**config.mk**
```make
export PLATFORM = sky130hd
export DESIGN_NAME = token_admission_tracker
export DESIGN_NICKNAME = d
export VERILOG_FILES = /design/src/hw/rtl/tat_pkg.sv /design/src/hw/rtl/tat_ram.sv /design/src/hw/rtl/tat_lookup.sv /design/src/hw/rtl/token_admission_tracker.sv
export SDC_FILE = /design/constraint.sdc
export NUM_CORES = 1
export LEC_CHECK = 0
export CAP_MARGIN = 10
export CORE_ASPECT_RATIO = 1.5
export CORE_MARGIN = 1
export CORE_UTILIZATION = 55
export DETAILED_ROUTE_END_ITERATION = 8
export DONT_BUFFER_PORTS = 1
export GPL_ROUTABILITY_DRIVEN = 0
export GPL_TIMING_DRIVEN = 0
export PLACE_DENSITY = 0.7
export SYNTH_ARGS = -nofsm -noshare
export SYNTH_HDL_FRONTEND = slang
export SYNTH_SLANG_ARGS = --single-unit
```
**constraint.sdc**
```tcl
create_clock -name clk_i -period 8.4 [get_ports clk_i]
set_input_delay 1.26 -clock clk_i [delete_from_list [all_inputs] [get_ports clk_i]]
set_output_delay 1.26 -clock clk_i [all_outputs]
set_load 0.05 [all_outputs]
```
**src/hw/rtl/tat_pkg.sv**
```systemverilog
// ----------------------------------------------------------------------------
// Token admission tracker package
// Shared codes and types for the token admission tracker.
// ----------------------------------------------------------------------------
package tat_pkg;

  // Request kinds carried on action_i.
  localparam logic ACT_ADMIT  = 1'b0;
  localparam logic ACT_RETURN = 1'b1;

  typedef enum logic [2:0] {
    STATUS_ADMITTED   = 3'd0,
    STATUS_DROPPED    = 3'd1,
    STATUS_CONTROLLED = 3'd2,
    STATUS_RETURNED   = 3'd3,
    STATUS_NOT_ISSUED = 3'd4
  } status_e;

  // Outcome of one pass over the holder table.
  typedef struct packed {
    logic done;    // one-cycle pulse, the other fields are valid with it
    logic hit;     // a valid entry holds the key
    logic vacant;  // at least one entry is not valid
  } scan_flags_t;

endpackage

```
**src/hw/rtl/tat_ram.sv**
```systemverilog
// ----------------------------------------------------------------------------
// Generic RAM
// One write port and one read port with registered read data.
// ----------------------------------------------------------------------------
module tat_ram #(
  parameter int Width = 32,
  parameter int Depth = 16
) (
  input  logic                                     clk_i,
  input  logic                                     we_i,
  input  logic [(Depth > 1 ? $clog2(Depth) : 1)-1:0] waddr_i,
  input  logic [Width-1:0]                         wdata_i,
  input  logic                                     re_i,
  input  logic [(Depth > 1 ? $clog2(Depth) : 1)-1:0] raddr_i,
  output logic [Width-1:0]                         rdata_o
);

  logic [Width-1:0] mem_q [Depth];
  logic [Width-1:0] rdata_q;

  always_ff @(posedge clk_i) begin
    if (we_i) begin
      mem_q[waddr_i] <= wdata_i;
    end
    if (re_i) begin
      rdata_q <= mem_q[raddr_i];
    end
  end

  assign rdata_o = rdata_q;

endmodule

```
**src/hw/rtl/tat_lookup.sv**
```systemverilog
// ----------------------------------------------------------------------------
// Token admission tracker lookup
// Holds the id table in RAM and walks it one entry per cycle, looking for
// the key among valid entries and for the first entry that is not valid.
// ----------------------------------------------------------------------------
module tat_lookup #(
  parameter int NUM_SLOTS = 16,
  parameter int ID_BITS   = 32
) (
  input  logic                                             clk_i,
  input  logic                                             rst_ni,
  input  logic                                             scan_i,
  input  logic [ID_BITS-1:0]                               key_i,
  input  logic [NUM_SLOTS-1:0]                             valid_i,
  input  logic                                             wr_en_i,
  input  logic [(NUM_SLOTS > 1 ? $clog2(NUM_SLOTS) : 1)-1:0] wr_idx_i,
  output tat_pkg::scan_flags_t                             flags_o,
  output logic [(NUM_SLOTS > 1 ? $clog2(NUM_SLOTS) : 1)-1:0] hit_idx_o,
  output logic [(NUM_SLOTS > 1 ? $clog2(NUM_SLOTS) : 1)-1:0] vac_idx_o
);

  localparam int IdxW = (NUM_SLOTS > 1) ? $clog2(NUM_SLOTS) : 1;
  localparam int CntW = $clog2(NUM_SLOTS + 1);

  localparam logic [CntW-1:0] LastCnt = CntW'(NUM_SLOTS);
  localparam logic [IdxW-1:0] LastIdx = IdxW'(NUM_SLOTS - 1);

  logic            busy_q, busy_d;
  logic [CntW-1:0] rd_cnt_q, rd_cnt_d;
  logic            pend_q, pend_d;
  logic [IdxW-1:0] pend_idx_q, pend_idx_d;
  logic            done_q, done_d;
  logic            hit_q, hit_d;
  logic            vac_q, vac_d;
  logic [IdxW-1:0] hit_idx_q, hit_idx_d;
  logic [IdxW-1:0] vac_idx_q, vac_idx_d;

  logic               rd_en;
  logic [IdxW-1:0]    rd_addr;
  logic [ID_BITS-1:0] rd_data;

  assign rd_en   = busy_q && (rd_cnt_q != LastCnt);
  assign rd_addr = rd_cnt_q[IdxW-1:0];

  tat_ram #(
    .Width(ID_BITS),
    .Depth(NUM_SLOTS)
  ) u_id_ram (
    .clk_i  (clk_i),
    .we_i   (wr_en_i),
    .waddr_i(wr_idx_i),
    .wdata_i(key_i),
    .re_i   (rd_en),
    .raddr_i(rd_addr),
    .rdata_o(rd_data)
  );

  always_comb begin
    busy_d     = busy_q;
    rd_cnt_d   = rd_cnt_q;
    pend_d     = 1'b0;
    pend_idx_d = pend_idx_q;
    done_d     = 1'b0;
    hit_d      = hit_q;
    vac_d      = vac_q;
    hit_idx_d  = hit_idx_q;
    vac_idx_d  = vac_idx_q;

    if (scan_i) begin
      busy_d   = 1'b1;
      rd_cnt_d = '0;
      hit_d    = 1'b0;
      vac_d    = 1'b0;
    end else if (busy_q) begin
      if (rd_en) begin
        pend_d     = 1'b1;
        pend_idx_d = rd_addr;
        rd_cnt_d   = rd_cnt_q + CntW'(1);
      end
      // Read data arrives in the cycle after the address; the entry that it
      // belongs to travels alongside in pend_idx_q.
      if (pend_q) begin
        if (valid_i[pend_idx_q]) begin
          if (!hit_q && rd_data == key_i) begin
            hit_d     = 1'b1;
            hit_idx_d = pend_idx_q;
          end
        end else if (!vac_q) begin
          vac_d     = 1'b1;
          vac_idx_d = pend_idx_q;
        end
        if (pend_idx_q == LastIdx) begin
          busy_d = 1'b0;
          done_d = 1'b1;
        end
      end
    end
  end

  always_ff @(posedge clk_i or negedge rst_ni) begin
    if (!rst_ni) begin
      busy_q   <= 1'b0;
      rd_cnt_q <= '0;
      pend_q   <= 1'b0;
      done_q   <= 1'b0;
      hit_q    <= 1'b0;
      vac_q    <= 1'b0;
    end else begin
      busy_q   <= busy_d;
      rd_cnt_q <= rd_cnt_d;
      pend_q   <= pend_d;
      done_q   <= done_d;
      hit_q    <= hit_d;
      vac_q    <= vac_d;
    end
  end

  always_ff @(posedge clk_i) begin
    pend_idx_q <= pend_idx_d;
    hit_idx_q  <= hit_idx_d;
    vac_idx_q  <= vac_idx_d;
  end

  assign flags_o.done   = done_q;
  assign flags_o.hit    = hit_q;
  assign flags_o.vacant = vac_q;
  assign hit_idx_o      = hit_idx_q;
  assign vac_idx_o      = vac_idx_q;

endmodule

```
**src/hw/rtl/token_admission_tracker.sv**
```systemverilog
// ----------------------------------------------------------------------------
// Token admission tracker
// Credit-based admission gate with a table of the frame ids holding tokens.
// ----------------------------------------------------------------------------
// A request is taken when start is high and busy is low. action_i selects
// admit or return, frame_id_i names the frame, already_controlled_i matters
// for admits only. Each request produces exactly one result: status_o and
// tokens_free_o are valid while done_o is high for a single cycle. There is
// no backpressure on results; the receiver must take them when they appear.
// An admit flagged as controlled, or an admit with no free token, is
// answered in the cycle after the request and the block is ready again at
// once. Every other request walks the id table in RAM, one entry per cycle
// through its single read port while busy stays high, and the next request
// can be taken in the cycle in which its result appears. The table entry is
// written back at the edge where busy drops, so consecutive requests never
// overlap on an entry. The limit register is written over the cfg channel,
// which is ready only while no scan is running; a write reloads the free
// count with the limit (capped at NUM_SLOTS, or 31 if that is smaller) and
// releases every held token. Reset does the same with a limit of 16, or
// NUM_SLOTS if that is smaller.
// ----------------------------------------------------------------------------
module token_admission_tracker #(
  parameter int NUM_SLOTS = 16,
  parameter int ID_BITS   = 32
) (
  input  logic        clk_i,
  input  logic        rst_ni,
  input  logic        start,
  output logic        busy,
  input  logic        action_i,
  input  logic [31:0] frame_id_i,
  input  logic        already_controlled_i,
  output logic        done_o,
  output logic [2:0]  status_o,
  output logic [4:0]  tokens_free_o,
  input  logic        cfg_valid_i,
  output logic        cfg_ready_o,
  input  logic [4:0]  cfg_data_i
);

  localparam int IdxW     = (NUM_SLOTS > 1) ? $clog2(NUM_SLOTS) : 1;
  localparam int LimCap   = (NUM_SLOTS > 31) ? 31 : NUM_SLOTS;
  localparam int RstLimit = (NUM_SLOTS < 16) ? NUM_SLOTS : 16;

  localparam logic ST_IDLE = 1'b0;
  localparam logic ST_SCAN = 1'b1;

  logic                 state_q, state_d;
  logic                 action_q, action_d;
  logic [ID_BITS-1:0]   key_q, key_d;
  logic [4:0]           free_q, free_d;
  logic [4:0]           limit_q, limit_d;
  logic [NUM_SLOTS-1:0] valid_q, valid_d;
  logic                 done_q, done_d;
  tat_pkg::status_e     status_q, status_d;

  logic                 accept;
  logic                 cfg_write;
  logic                 scan;
  logic                 wr_en;
  logic [IdxW-1:0]      wr_idx;
  logic [63:0]          id_ext;
  logic [4:0]           cfg_limit;
  tat_pkg::scan_flags_t flags;
  logic [IdxW-1:0]      hit_idx;
  logic [IdxW-1:0]      vac_idx;

  assign busy        = (state_q == ST_SCAN);
  assign cfg_ready_o = (state_q == ST_IDLE);
  assign accept      = start && !busy;
  assign cfg_write   = cfg_valid_i && cfg_ready_o;
  assign id_ext      = {32'd0, frame_id_i};
  assign cfg_limit   = (cfg_data_i > 5'(LimCap)) ? 5'(LimCap) : cfg_data_i;

  always_comb begin
    state_d  = state_q;
    action_d = action_q;
    key_d    = key_q;
    free_d   = free_q;
    limit_d  = limit_q;
    valid_d  = valid_q;
    done_d   = 1'b0;
    status_d = status_q;
    scan     = 1'b0;
    wr_en    = 1'b0;
    wr_idx   = vac_idx;

    unique case (state_q)
      ST_IDLE: begin
        if (cfg_write) begin
          limit_d = cfg_limit;
          free_d  = cfg_limit;
          valid_d = '0;
        end
        // A limit write in the same cycle takes effect before the request.
        if (accept) begin
          action_d = action_i;
          key_d    = id_ext[ID_BITS-1:0];
          if (action_i == tat_pkg::ACT_ADMIT && already_controlled_i) begin
            done_d   = 1'b1;
            status_d = tat_pkg::STATUS_CONTROLLED;
          end else if (action_i == tat_pkg::ACT_ADMIT && free_d == 5'd0) begin
            done_d   = 1'b1;
            status_d = tat_pkg::STATUS_DROPPED;
          end else begin
            scan    = 1'b1;
            state_d = ST_SCAN;
          end
        end
      end
      ST_SCAN: begin
        if (flags.done) begin
          done_d  = 1'b1;
          state_d = ST_IDLE;
          if (action_q == tat_pkg::ACT_ADMIT) begin
            if (flags.hit) begin
              // The id already holds a token: take one more, keep one entry.
              free_d   = free_q - 5'd1;
              status_d = tat_pkg::STATUS_ADMITTED;
            end else if (flags.vacant) begin
              wr_en            = 1'b1;
              valid_d[vac_idx] = 1'b1;
              free_d           = free_q - 5'd1;
              status_d         = tat_pkg::STATUS_ADMITTED;
            end else begin
              status_d = tat_pkg::STATUS_DROPPED;
            end
          end else begin
            if (flags.hit) begin
              valid_d[hit_idx] = 1'b0;
              if (free_q < limit_q) begin
                free_d = free_q + 5'd1;
              end
              status_d = tat_pkg::STATUS_RETURNED;
            end else begin
              status_d = tat_pkg::STATUS_NOT_ISSUED;
            end
          end
        end
      end
      default: begin
        state_d = ST_IDLE;
      end
    endcase
  end

  tat_lookup #(
    .NUM_SLOTS(NUM_SLOTS),
    .ID_BITS  (ID_BITS)
  ) u_lookup (
    .clk_i    (clk_i),
    .rst_ni   (rst_ni),
    .scan_i   (scan),
    .key_i    (key_d),
    .valid_i  (valid_q),
    .wr_en_i  (wr_en),
    .wr_idx_i (wr_idx),
    .flags_o  (flags),
    .hit_idx_o(hit_idx),
    .vac_idx_o(vac_idx)
  );

  always_ff @(posedge clk_i or negedge rst_ni) begin
    if (!rst_ni) begin
      state_q  <= ST_IDLE;
      action_q <= tat_pkg::ACT_ADMIT;
      free_q   <= 5'(RstLimit);
      limit_q  <= 5'(RstLimit);
      valid_q  <= '0;
      done_q   <= 1'b0;
      status_q <= tat_pkg::STATUS_ADMITTED;
    end else begin
      state_q  <= state_d;
      action_q <= action_d;
      free_q   <= free_d;
      limit_q  <= limit_d;
      valid_q  <= valid_d;
      done_q   <= done_d;
      status_q <= status_d;
    end
  end

  always_ff @(posedge clk_i) begin
    key_q <= key_d;
  end

  assign done_o        = done_q;
  assign status_o      = status_q;
  assign tokens_free_o = free_q;

endmodule
```
Word-level counts from Yosys, hierarchy flattened
Memories as Yosys holds them, arrays and structs flattened. A register that Yosys moved wholly into a read port is not among the register bits.
Index checks and enable logic that the tools add are counted.
- mux-type cells: 75
- equal/unequal tests: 13
- reductions and logical operators: 27
- order comparisons: 7
- add/subtract/negate cells: 3
- bitwise operators: 8
- operators with widths (kind ; number):
    16-bit two-way mux ; 6
    32-bit two-way mux ; 2
    5-bit two-way mux ; 12
    1-bit two-way mux ; 41
    32-bit == test ; 1
    16-bit case mux with 2 select lines ; 1
    3-bit two-way mux ; 6
    16-bit bitwise AND ; 1
    16-bit inverter ; 1
    16-bit OR ; 1
    4-bit by 5-bit less-than comparator with 1-bit output (second input constant) ; 3
    5-bit AND reduction ; 3
    5-bit by 1-bit adder with 5-bit output (second input constant) ; 2
    5-bit case mux with 2 select lines ; 1
    2-bit nonzero test ; 5
    3-bit by 1-bit inequality test with 1-bit output (second input constant) ; 3
    3-bit AND reduction ; 3
    1-bit demux with 4-bit select ; 2
    4-bit by 1-bit >= comparator with 1-bit output (second input constant) ; 2
    1-bit logical AND ; 8
    4-bit AND reduction ; 2
    2-bit by 1-bit inequality test with 1-bit output (second input constant) ; 3
    3-bit by 2-bit inequality test with 1-bit output (second input constant) ; 2
    3-bit case mux with 2 select lines ; 1
    13 further kinds ; 21
- RAM bits: 512
- memories: 1
- bits in registers: 86
- output and inout port bits: 11
- memory list (name ; words ; width ; rd ports ; clocked after Yosys merged registers in ; write ports ; RTL line ; source):
    u_lookup.u_id_ram.mem_q ; 16 ; 32 ; 1 ; 1 ; 1 ; tat_ram.sv:18 ; logic [Width-1:0] mem_q [Depth];

Logic depth before layout (Yosys ltp)
Gate-level depths: netlist of run 1.
- depth in word-level cells: 12
- depth in mapped cells: 11
- gate-level depth less buffers: 8

By module
From an unflattened synthesis of run 1, not the netlist that was laid out.
- cell total of the unflattened synthesis: 1216
- area, all modules: 24444.7 µm²
- by module, submodules not included (module ; sequential area each (µm²) ; area each (µm²) ; cells an instance ; times used):
    tat_ram ; 16335.7 ; 20174.3 ; 838 ; 1
    token_admission_tracker ; 1443.9 ; 2912.8 ; 261 ; 1
    tat_lookup ; 610.6 ; 1357.6 ; 117 ; 1

Worst setup path after synthesis of run 1
OpenSTA, ideal clock, no wires.
- kind: register to register
- start: reg state_q (netlist: busy)
- end: mem u_lookup.u_id_ram.mem_q[3][0] (enable)
- cell stages (with the launch flop): 6
- path slack: 4486 ps
- setup time: 461 ps
- period minus slack after synthesis: 3914 ps
- arrival: 3453 ps
- required time: 7939 ps
- buffers on the path: 1
- cell sequence: dfrtp_1 buf_6 nand2_1 nor2_1 nand3_1 nor3_1
- cells in the longest elaborated chain, start to end: 3
- RTL lines (what ; RTL line ; source):
    start, declared ; token_admission_tracker.sv:48 ; logic state_q, state_d;
    start signal, assigned ; token_admission_tracker.sv:173 ; state_q <= state_d;
    1-bit two-way mux ; token_admission_tracker.sv:88 ; unique case (state_q)
    1-bit two-way mux ; tat_ram.sv:22 ; if (we_i) begin
    1-bit two-way mux (not written as such) ; tat_ram.sv:23 ; mem_q[waddr_i] <= wdata_i;
    end, declared ; tat_ram.sv:18 ;
Every way passes these cells.

Worst setup path in the final report of run 1
- start: reg state_q (netlist: busy)
- end: reg u_lookup.hit_idx_q[0] (netlist: u_lookup.hit_idx_o[0]) (enable)
- cells in the longest elaborated chain, start to end: 12
- elaborated cells between the ends (all ways): 18
- those cells by class: eq/ne (1); mux (8); bitwise (2); reduce/logical (7)
- RTL lines (what ; RTL line ; source):
    1-bit inverter (no line) ; -- ;
    1-bit logical AND ; token_admission_tracker.sv:71 ; assign cfg_write = cfg_valid_i && cfg_ready_o;
    5-bit two-way mux ; token_admission_tracker.sv:90 ; if (cfg_write) begin
    5-bit two-way mux ; token_admission_tracker.sv:88 ;
    5-bit logical NOT ; token_admission_tracker.sv:102 ; end else if (action_i == tat_pkg::ACT_ADMIT && free_d == 5'd0) begin
    1-bit logical AND ; token_admission_tracker.sv:102 ;
    1-bit two-way mux ; token_admission_tracker.sv:102 ;
    1-bit two-way mux ; token_admission_tracker.sv:99 ; if (action_i == tat_pkg::ACT_ADMIT && already_controlled_i) begin
    1-bit two-way mux ; token_admission_tracker.sv:96 ; if (accept) begin
    1-bit two-way mux ; token_admission_tracker.sv:88 ;
    1-bit inverter (no line) ; -- ;
    5-bit AND reduction (no line) (*) ; -- ;
    end signal, assigned ; tat_lookup.sv:120 ; hit_idx_q <= hit_idx_d;
    end, declared ; tat_lookup.sv:35 ; logic [IdxW-1:0] hit_idx_q, hit_idx_d;
Mark *: on every way between the ends. The rest lies on a longest branch, timed or not. The select of a mux whose other input is x is not followed.
A chain may end at the register's enable or synchronous reset.

==> results of run 1 <==
==> cells by family after synthesis <==
logic type	share of synthesized area, %
simple gates	3.32
mux	15.7
buf+inv	1.55
compound gates	3.70
flops	74.3
fa+ha+maj	0.536
xor+xnor	0.885
==> cell type report <==
class	instances	area, µm²	area share [%]
Buffer	58	245	0.878
Clock buffer	82	1630	5.83
Clock inverter	22	218	0.779
Inverter	37	139	0.497
Multi-Input combinational cell	531	6070	21.7
Sequential cell	630	18400	65.8
Tap cell	576	721	2.58
Timing Repair Buffer	31	527	1.89
==> worst max-delay path by stage <==
stage	start	endpoint	slack, ps
final	busy$_DFF_PN0_	u_lookup.hit_idx_o[0]$_DFFE_PP_	4550
after global routing	busy$_DFF_PN0_	u_lookup.hit_idx_o[0]$_DFFE_PP_	4360
after CTS	busy$_DFF_PN0_	u_lookup.hit_idx_o[0]$_DFFE_PP_	4600
after detailed placement	start	u_lookup.hit_idx_o[0]$_DFFE_PP_	4150
after global placement	busy$_DFF_PN0_	u_lookup.u_id_ram.mem_q[3][11]$_DFFE_PP_	1500
after floorplan	busy$_DFF_PN0_	u_lookup.u_id_ram.mem_q[3][0]$_DFFE_PP_	4490
==> Yosys cell counts (all sizes together) (6+ instances only) <==
library cell	n	area, µm²
xnor2	8	70.1
a21oi	43	215
dfrtp	40	1000
buf	24	116
nor3	6	30.0
nand4	6	37.5
nor2b	7	43.8
mux2	10	113
a21o	7	52.6
and2	7	43.8
inv	37	139
nand2	72	270
o21ai	39	195
a31oi	8	50.1
mux4	164	3690
nand2b	10	70.1
nor2	38	143
clkbuf	34	128
ha	9	113
xor2	17	149
dfxtp	32	641
a22oi	6	45.0
edfxtp	556	16700
mux2i	7	70.1
o221ai	10	87.6
==> where the power goes <==
group,internal (mW),switching (mW)
registers,4.16,0.298
clock network,1.47,1.11
logic,1.16,1.62
total,6.79,3.03
==> routing by layer <==
layer / GRT usage (%) / wire length [µm] / part of all wire (%) / up-vias
met1: 34.2 / 21600 / 37 / 6713
met5: 0 / 0 / 0 / -
li1: - / - / - / 5282
met2: 44.6 / 29600 / 50 / 643
met4: 10.5 / 2390 / 4.1 / 0
met3: 5.03 / 5110 / 8.7 / 141
==> flip-flops by register name, summed over array words and instances (netlist names), 3 cells and up <==
name / flops
u_lookup.hit_idx_o: 4
tokens_free_o: 5
u_lookup.u_id_ram.rdata_o: 32
u_lookup.pend_idx_q: 4
u_lookup.rd_cnt_q: 5
key_q: 32
valid_q: 16
u_lookup.vac_idx_o: 4
status_o: 3
u_lookup.u_id_ram.mem_q: 512
limit_q: 5
==> cell usage in the layout (no fill, tap or decap), drive strengths merged, types with 4 or more instances in the layout <==
| cell | count |
|---|---|
| edfxtp | 556 |
| mux4 | 164 |
| clkbuf | 116 |
| nand2 | 72 |
| buf | 55 |
| a21oi | 43 |
| dfrtp | 40 |
| inv | 39 |
| o21ai | 39 |
| nor2 | 38 |
| dfxtp | 32 |
| xor2 | 17 |
| clkinv | 14 |
| mux2 | 10 |
| o221ai | 10 |
| nand2b | 10 |
| ha | 9 |
| xnor2 | 8 |
| a31oi | 8 |
| nor2b | 7 |
| mux2i | 7 |
| a21o | 7 |
| and2 | 7 |
| a22oi | 6 |
| nand4 | 6 |
| nor3 | 6 |
| nor3b | 5 |
| a221oi | 5 |
| nand3 | 4 |
| bufinv | 4 |
==> stage by stage <==
stage	power (mW)	instances	cell area, µm²
floorplan	6.36	1256	24700
global placement	7.20	1832	25500
detailed placement	7.31	1862	26100
CTS	9.87	1966	27900
global route	10.2	1967	27900
finish	9.81	1967	27900
==> critical path, delay by kind of cell (launching register included) <==
kind | cells | cell delay (ps)
AO/OA/AOI/OAI | 2 | 860
buffers and inverters | 3 | 1060
flip-flops | 1 | 650
AND/OR/NAND/NOR | 3 | 940
==> results.py, run 1 <==
metrics = {
    "timing": {
        "whs_ps": 353,
        "hold_violations": 0,
        "timing.final.crit_share_pct": 45.8,
        "setup_violations": 0,
        "rsz0062_at_grt": "no",
        "fmax_mhz": 260,
        "finalMaxSlewViolations": 0,
        "tns_ps": 0,
        "setup_ws_ps": 4550,
        "worst_pin_slew_ps": 1170,
        "clock_skew_ps": 22.6,
        "relSlewSlack_pct": 22.1,
        "period_needed_ps": 3850,
    },
    "route": {
        "dr.pass1.iters": 7,
        "drtIter0Drc": 1470,
        "postRouteAntennaNets": 0,
        "drcViolationCount": 0,
        "post_drt_wl_per_cell_um": 29.9,
        "drt_wl_total_mm": 58.7,
        "via_count": 12800,
        "vias_per_cell": 6.50,
    },
    "die": {
        "core_um2": 44100,
        "rows": 94,
        "die-area_um2": 45800,
        "die_h_um": 262,
        "die_x_um": 175,
        "ios": 54,
        "initial_core_util_pct": 56.1,
    },
    "clock_tree": {
        "ctsResizeCount": 0,
        "cts_setup_buffers": 0,
        "htreeDepth": 2,
        "hold_buffers": 0,
        "cts.path.max_buffers": 3,
        "cts_tree": "done",
        "cts_buffers": 56,
        "path_clk_slew_ps": 70,
        "cts-root-buf": "clkbuf_16",
        "cts_sinks": 630,
        "worst_skew_pair.late_latency_ps": 600,
    },
    "global_route": {
        "track_usage_pct": 26.4,
        "grt_pass1_vias": 13000,
        "grt_pass1_wl_mm": 85.9,
        "antenna_found_initial": 0,
        "grt_overflow_total": 0,
        "grt_max_degree": 43,
    },
    "critical_path": {
        "endpoint_kind": "register",
        "worst-setup-path-type": "reg -> reg",
        "crit_path_top_delay_cell": "dfrtp_1",
        "reg2reg_to": "u_lookup.hit_idx_o[0]$_DFFE_PP_",
        "worstRegToRegCells": 8,
        "worstPathCellList": "buf_6 > nand2b_1 > clkbuf_1 > clkbuf_1 > nor2_1 > a2111oi_0 > o2111ai_1 > nor4_4",
        "path_common_cell": "clkbuf_1",
        "rrSetupSlack_ps": 4550,
        "worst-endpoint-arrival_ps": 4100,
        "reg2reg_from": "busy$_DFF_PN0_",
        "cp_data_required_time_ps": 8640,
        "cp_max_fo": 10,
        "critPathMaxStageDelay_ps": 650,
        "start_kind": "register",
    },
    "synth": {
        "synth_nets": 1309,
        "synth_top_flop_cell": "edfxtp_1",
        "synth_cell_types": 57,
        "ys_warn_count": 0,
        "yosysSeqAreaShare_pct": 74.3,
        "netlist_area_um2": 24700,
        "async_flop_share_pct": 6.67,
        "synth_edf_count": 556,
        "ys_seq_elements": 630,
        "synthCells": 1256,
        "syn_avg_cell_area_um2": 19.7,
    },
    "hold_path": {
        "hold_class": "in -> async",
    },
    "placed_design": {
        "io_buffers": 0,
        "pre_cts_ws_ps": 4150,
        "hpwl_mm": 38.6,
    },
    "run": {
        "cap_viol_max_count": 0,
    },
    "final_layout": {
        "fillerInstances": 2986,
        "fin_nets": 1398,
        "antenna_cells": 0,
        "fin_util_pct": 63.4,
        "drive_above_1_share_pct": 23.2,
        "syn_to_final_growth_pct": 13.0,
    },
    "pwr": {
        "irDropWorstVdd_mv": 0.201,
        "power_density_nw_per_um2": 351,
        "leakagePower_nw": 9.22,
    },
    "outcome": {
        "status": "finished, final reports clean",
    },
}
Power figures use the tool's default switching activity.
==> run 2: changes to the inputs <==
ABC_AREA = 1   (was not set)
clock period = 3.9 ns   (was 8.4 ns; I/O delays follow)
==> results.py, run 2 <==
metrics = {
    "synth": {
        "synthCells": 2123,
        "syn_avg_cell_area_um2": 12.0,
        "synth_nets": 2176,
        "async_flop_share_pct": 6.67,
        "yosysMostFrequentCell": "edfxtp_1",
        "yosysSeqAreaShare_pct": 72.1,
        "netlist_top_cells_count": "edfxtp_1 (556), nor2_1 (331), o21ai_0 (310), nand2_1 (226), nand3_1 (127)",
        "ys_seq_elements": 630,
        "synthTopCellsByArea": "edfxtp_1 (65%), o21ai_0 (6.1%), nor2_1 (4.9%)",
        "netlist_area_um2": 25500,
        "synth_area_leader_cell": "edfxtp_1",
        "ys_warn_count": 0,
        "synth_edf_count": 556,
        "synth_top_flop_cell": "edfxtp_1",
        "synth_top_area_share_pct": 65.5,
        "synth_cell_types": 38,
    },
    "clock_tree": {
        "cts_sinks": 630,
        "cts_buffers": 54,
        "cts.path.max_buffers": 3,
        "htreeDepth": 2,
        "cts_tree": "done",
        "cts-root-buf": "clkbuf_16",
        "worst_skew_pair.late_latency_ps": 610,
        "path_clk_slew_ps": 70,
    },
    "timing": {
        "tns_ps": 0,
        "rsz0062_at_grt": "no",
        "period_needed_ps": 3510,
        "relSlewSlack_pct": 28.7,
        "clock_skew_ps": 38.1,
        "finalMaxSlewViolations": 0,
        "hold_violations": 0,
        "timing.final.crit_share_pct": 90.0,
        "setup_violations": 0,
        "fmax_mhz": 285,
        "worst_pin_slew_ps": 1060,
        "whs_ps": 149,
    },
    "final_layout": {
        "final_common_cell": "edfxtp_1",
        "fin_nets": 2295,
        "largest_reg_flops": 512,
        "final_cell_mix": "edfxtp_1 (556), nor2_1 (331), o21ai_0 (310)",
        "drive_above_1_share_pct": 9.97,
        "top_register": "u_lookup.u_id_ram.mem_q",
        "fillerInstances": 3353,
        "syn_to_final_growth_pct": 14.0,
    },
    "critical_path": {
        "path_common_cell": "nand2_1",
        "worst-endpoint-arrival_ps": 3790,
        "worst-setup-path-type": "reg -> reg",
        "worstPathCellList": "inv_2 > nand2_4 > buf_4 > nand2_1 > nand2_1 > nand2_1 > nand2_1 > nor2_1 > nand2_1 > nor2_1 > nand2_1 > nor2_1 > nand2_1 > inv_1",
        "critPathMaxStageDelay_ps": 580,
        "start_kind": "register",
        "cp_data_required_time_ps": 4180,
        "reg2reg_from": "busy$_DFF_PN0_",
        "crit_path_top_delay_cell": "dfrtp_1",
        "reg2reg_to": "u_lookup.hit_idx_o[1]$_DFFE_PP_",
        "path_buf_inv": 3,
        "cp_max_fo": 18,
        "endpoint_kind": "register",
        "worstRegToRegCells": 14,
        "rrSetupSlack_ps": 390,
        "critical_path.top_delay_family": "simple AND/OR/NAND/NOR gates",
    },
    "pwr": {
        "swShare_pct": 39.7,
        "leakagePower_nw": 10.3,
        "switching_power_mw": 9.48,
        "power_density_nw_per_um2": 821,
        "pwr-share-seq_pct": 40.0,
        "irDropWorstVdd_mv": 0.457,
        "power_frac_clock_pct": 24.6,
        "design_power_total_mw": 23.9,
        "power_frac_comb_pct": 35.4,
        "power.internal_mw": 14.4,
    },
    "run": {
        "cap_viol_max_count": 0,
    },
    "route": {
        "postRouteAntennaNets": 0,
        "drtIter0Drc": 2930,
        "drcViolationCount": 0,
        "dr.pass1.iters": 6,
        "vias_per_cell": 6.44,
        "drt_wl_total_mm": 78.2,
        "via_count": 18600,
        "post_drt_wl_per_cell_um": 27.1,
    },
    "global_route": {
        "grt_overflow_total": 0,
        "grt_pass1_vias": 17900,
        "grt_pass1_wl_mm": 113,
        "grt_max_degree": 43,
        "antenna_found_initial": 11,
        "track_usage_pct": 33.4,
    },
    "die": {
        "core_um2": 45800,
        "initial_core_util_pct": 55.7,
        "die_x_um": 178,
        "ios": 54,
        "die_h_um": 266,
        "die-area_um2": 47300,
        "rows": 96,
    },
    "hold_path": {
        "worstHoldEndpoint": "limit_q[4]$_DFFE_PN1P_",
        "hold_class": "in -> reg",
        "holdPathStages": 2,
        "worstHoldStart": "cfg_data_i[4]",
    },
    "placed_design": {
        "hpwl_mm": 54.1,
        "io_buffers": 0,
    },
    "outcome": {
        "status": "finished, final reports clean",
    },
}
## run 2: cell count changes in the layout (fill, tap and decap cells not counted), sizes merged, moves of 60 or more
| cell | previous run | this run |
|---|---|---|
| o21ai | 39 | 334 |
| nand2 | 72 | 228 |
| inv | 39 | 99 |
| nand3 | 4 | 132 |
| mux4 | 164 | 0 |
| nor2 | 38 | 335 |
| o22ai | 3 | 82 |
## run 2: power by group through the flow
| stage | clock network [mW] | registers (mW) | logic [mW] |
|---|---|---|---|
| after global routing | 6.13 | 9.60 | 8.97 |
| after detailed placement | 0 | 9.67 | 8.11 |
| after floorplan | 0 | 9.46 | 4.88 |
| after global placement | 0 | 9.66 | 7.80 |
| after CTS | 5.87 | 9.53 | 8.19 |
| final | 5.87 | 9.56 | 8.45 |
## run 2: logic make-up after synthesis
family | share of synthesized area [%]
compound gates | 11.8
xor+xnor | 0.103
fa+ha+maj | 0.520
buf+inv | 3.65
flops | 72.1
simple gates | 11.8
## run 2: per-layer routing
layer / wire length, µm / global-route usage [%] / up-vias
li1: - / - / 7963
met1: 26200 / 38.9 / 9088
met2: 38900 / 55.8 / 1241
met3: 7130 / 5.75 / 297
met4: 6030 / 23.7 / 2
met5: 18 / 0 / -
## run 2: how the worst max path moves through the flow
stage	start	cells past startpoint	end	slack, ps
finish	busy$_DFF_PN0_	14	u_lookup.hit_idx_o[1]$_DFFE_PP_	390
global route	busy$_DFF_PN0_	13	u_lookup.hit_idx_o[1]$_DFFE_PP_	220
CTS	busy$_DFF_PN0_	14	u_lookup.hit_idx_o[1]$_DFFE_PP_	450
detailed placement	busy$_DFF_PN0_	14	u_lookup.hit_idx_o[3]$_DFFE_PP_	480
global placement	busy$_DFF_PN0_	6	u_lookup.u_id_ram.mem_q[12][13]$_DFFE_PP_	-2920
floorplan	busy$_DFF_PN0_	6	u_lookup.u_id_ram.mem_q[6][0]$_DFFE_PP_	-130
## run 2: area by class of cell
cell class              instances  area, µm²  share of cell area, %
well taps                     588        736                   2.53
clock inverters                35        428                   1.47
multi-input cells            1268       6270                   21.6
inverters                      99        372                   1.28
plain buffers                 126        559                   1.92
clock buffers                  67       1530                   5.25
repair buffers                 63        759                   2.61
flip-flops and latches        630      18400                   63.3
diodes                         10       25.0                 0.0861
## run 2: what timing repair did
| action | 4_1_cts | 5_1_grt |
|---|---|---|
| setup buffers | 0 | 0 |
| endpoints found under the hold margin | 42 | 0 |
| endpoints found under the setup margin | 0 | 0 |
| hold buffers | 2 | 0 |
| resized for setup | 0 | 0 |
## run 2: metrics by stage
| stage | setup WS [ps] | cell area (µm²) | utilization, % | cells |
|---|---|---|---|---|
| global placement | -2920 | 26200 | 57.3 | 2711 |
| floorplan | -132 | 25500 | - | 2123 |
| finish | 391 | 29100 | 63.5 | 2886 |
| CTS | 448 | 29000 | 63.4 | 2875 |
| global route | 220 | 29100 | 63.5 | 2886 |
| detailed placement | 476 | 27000 | 59.1 | 2771 |
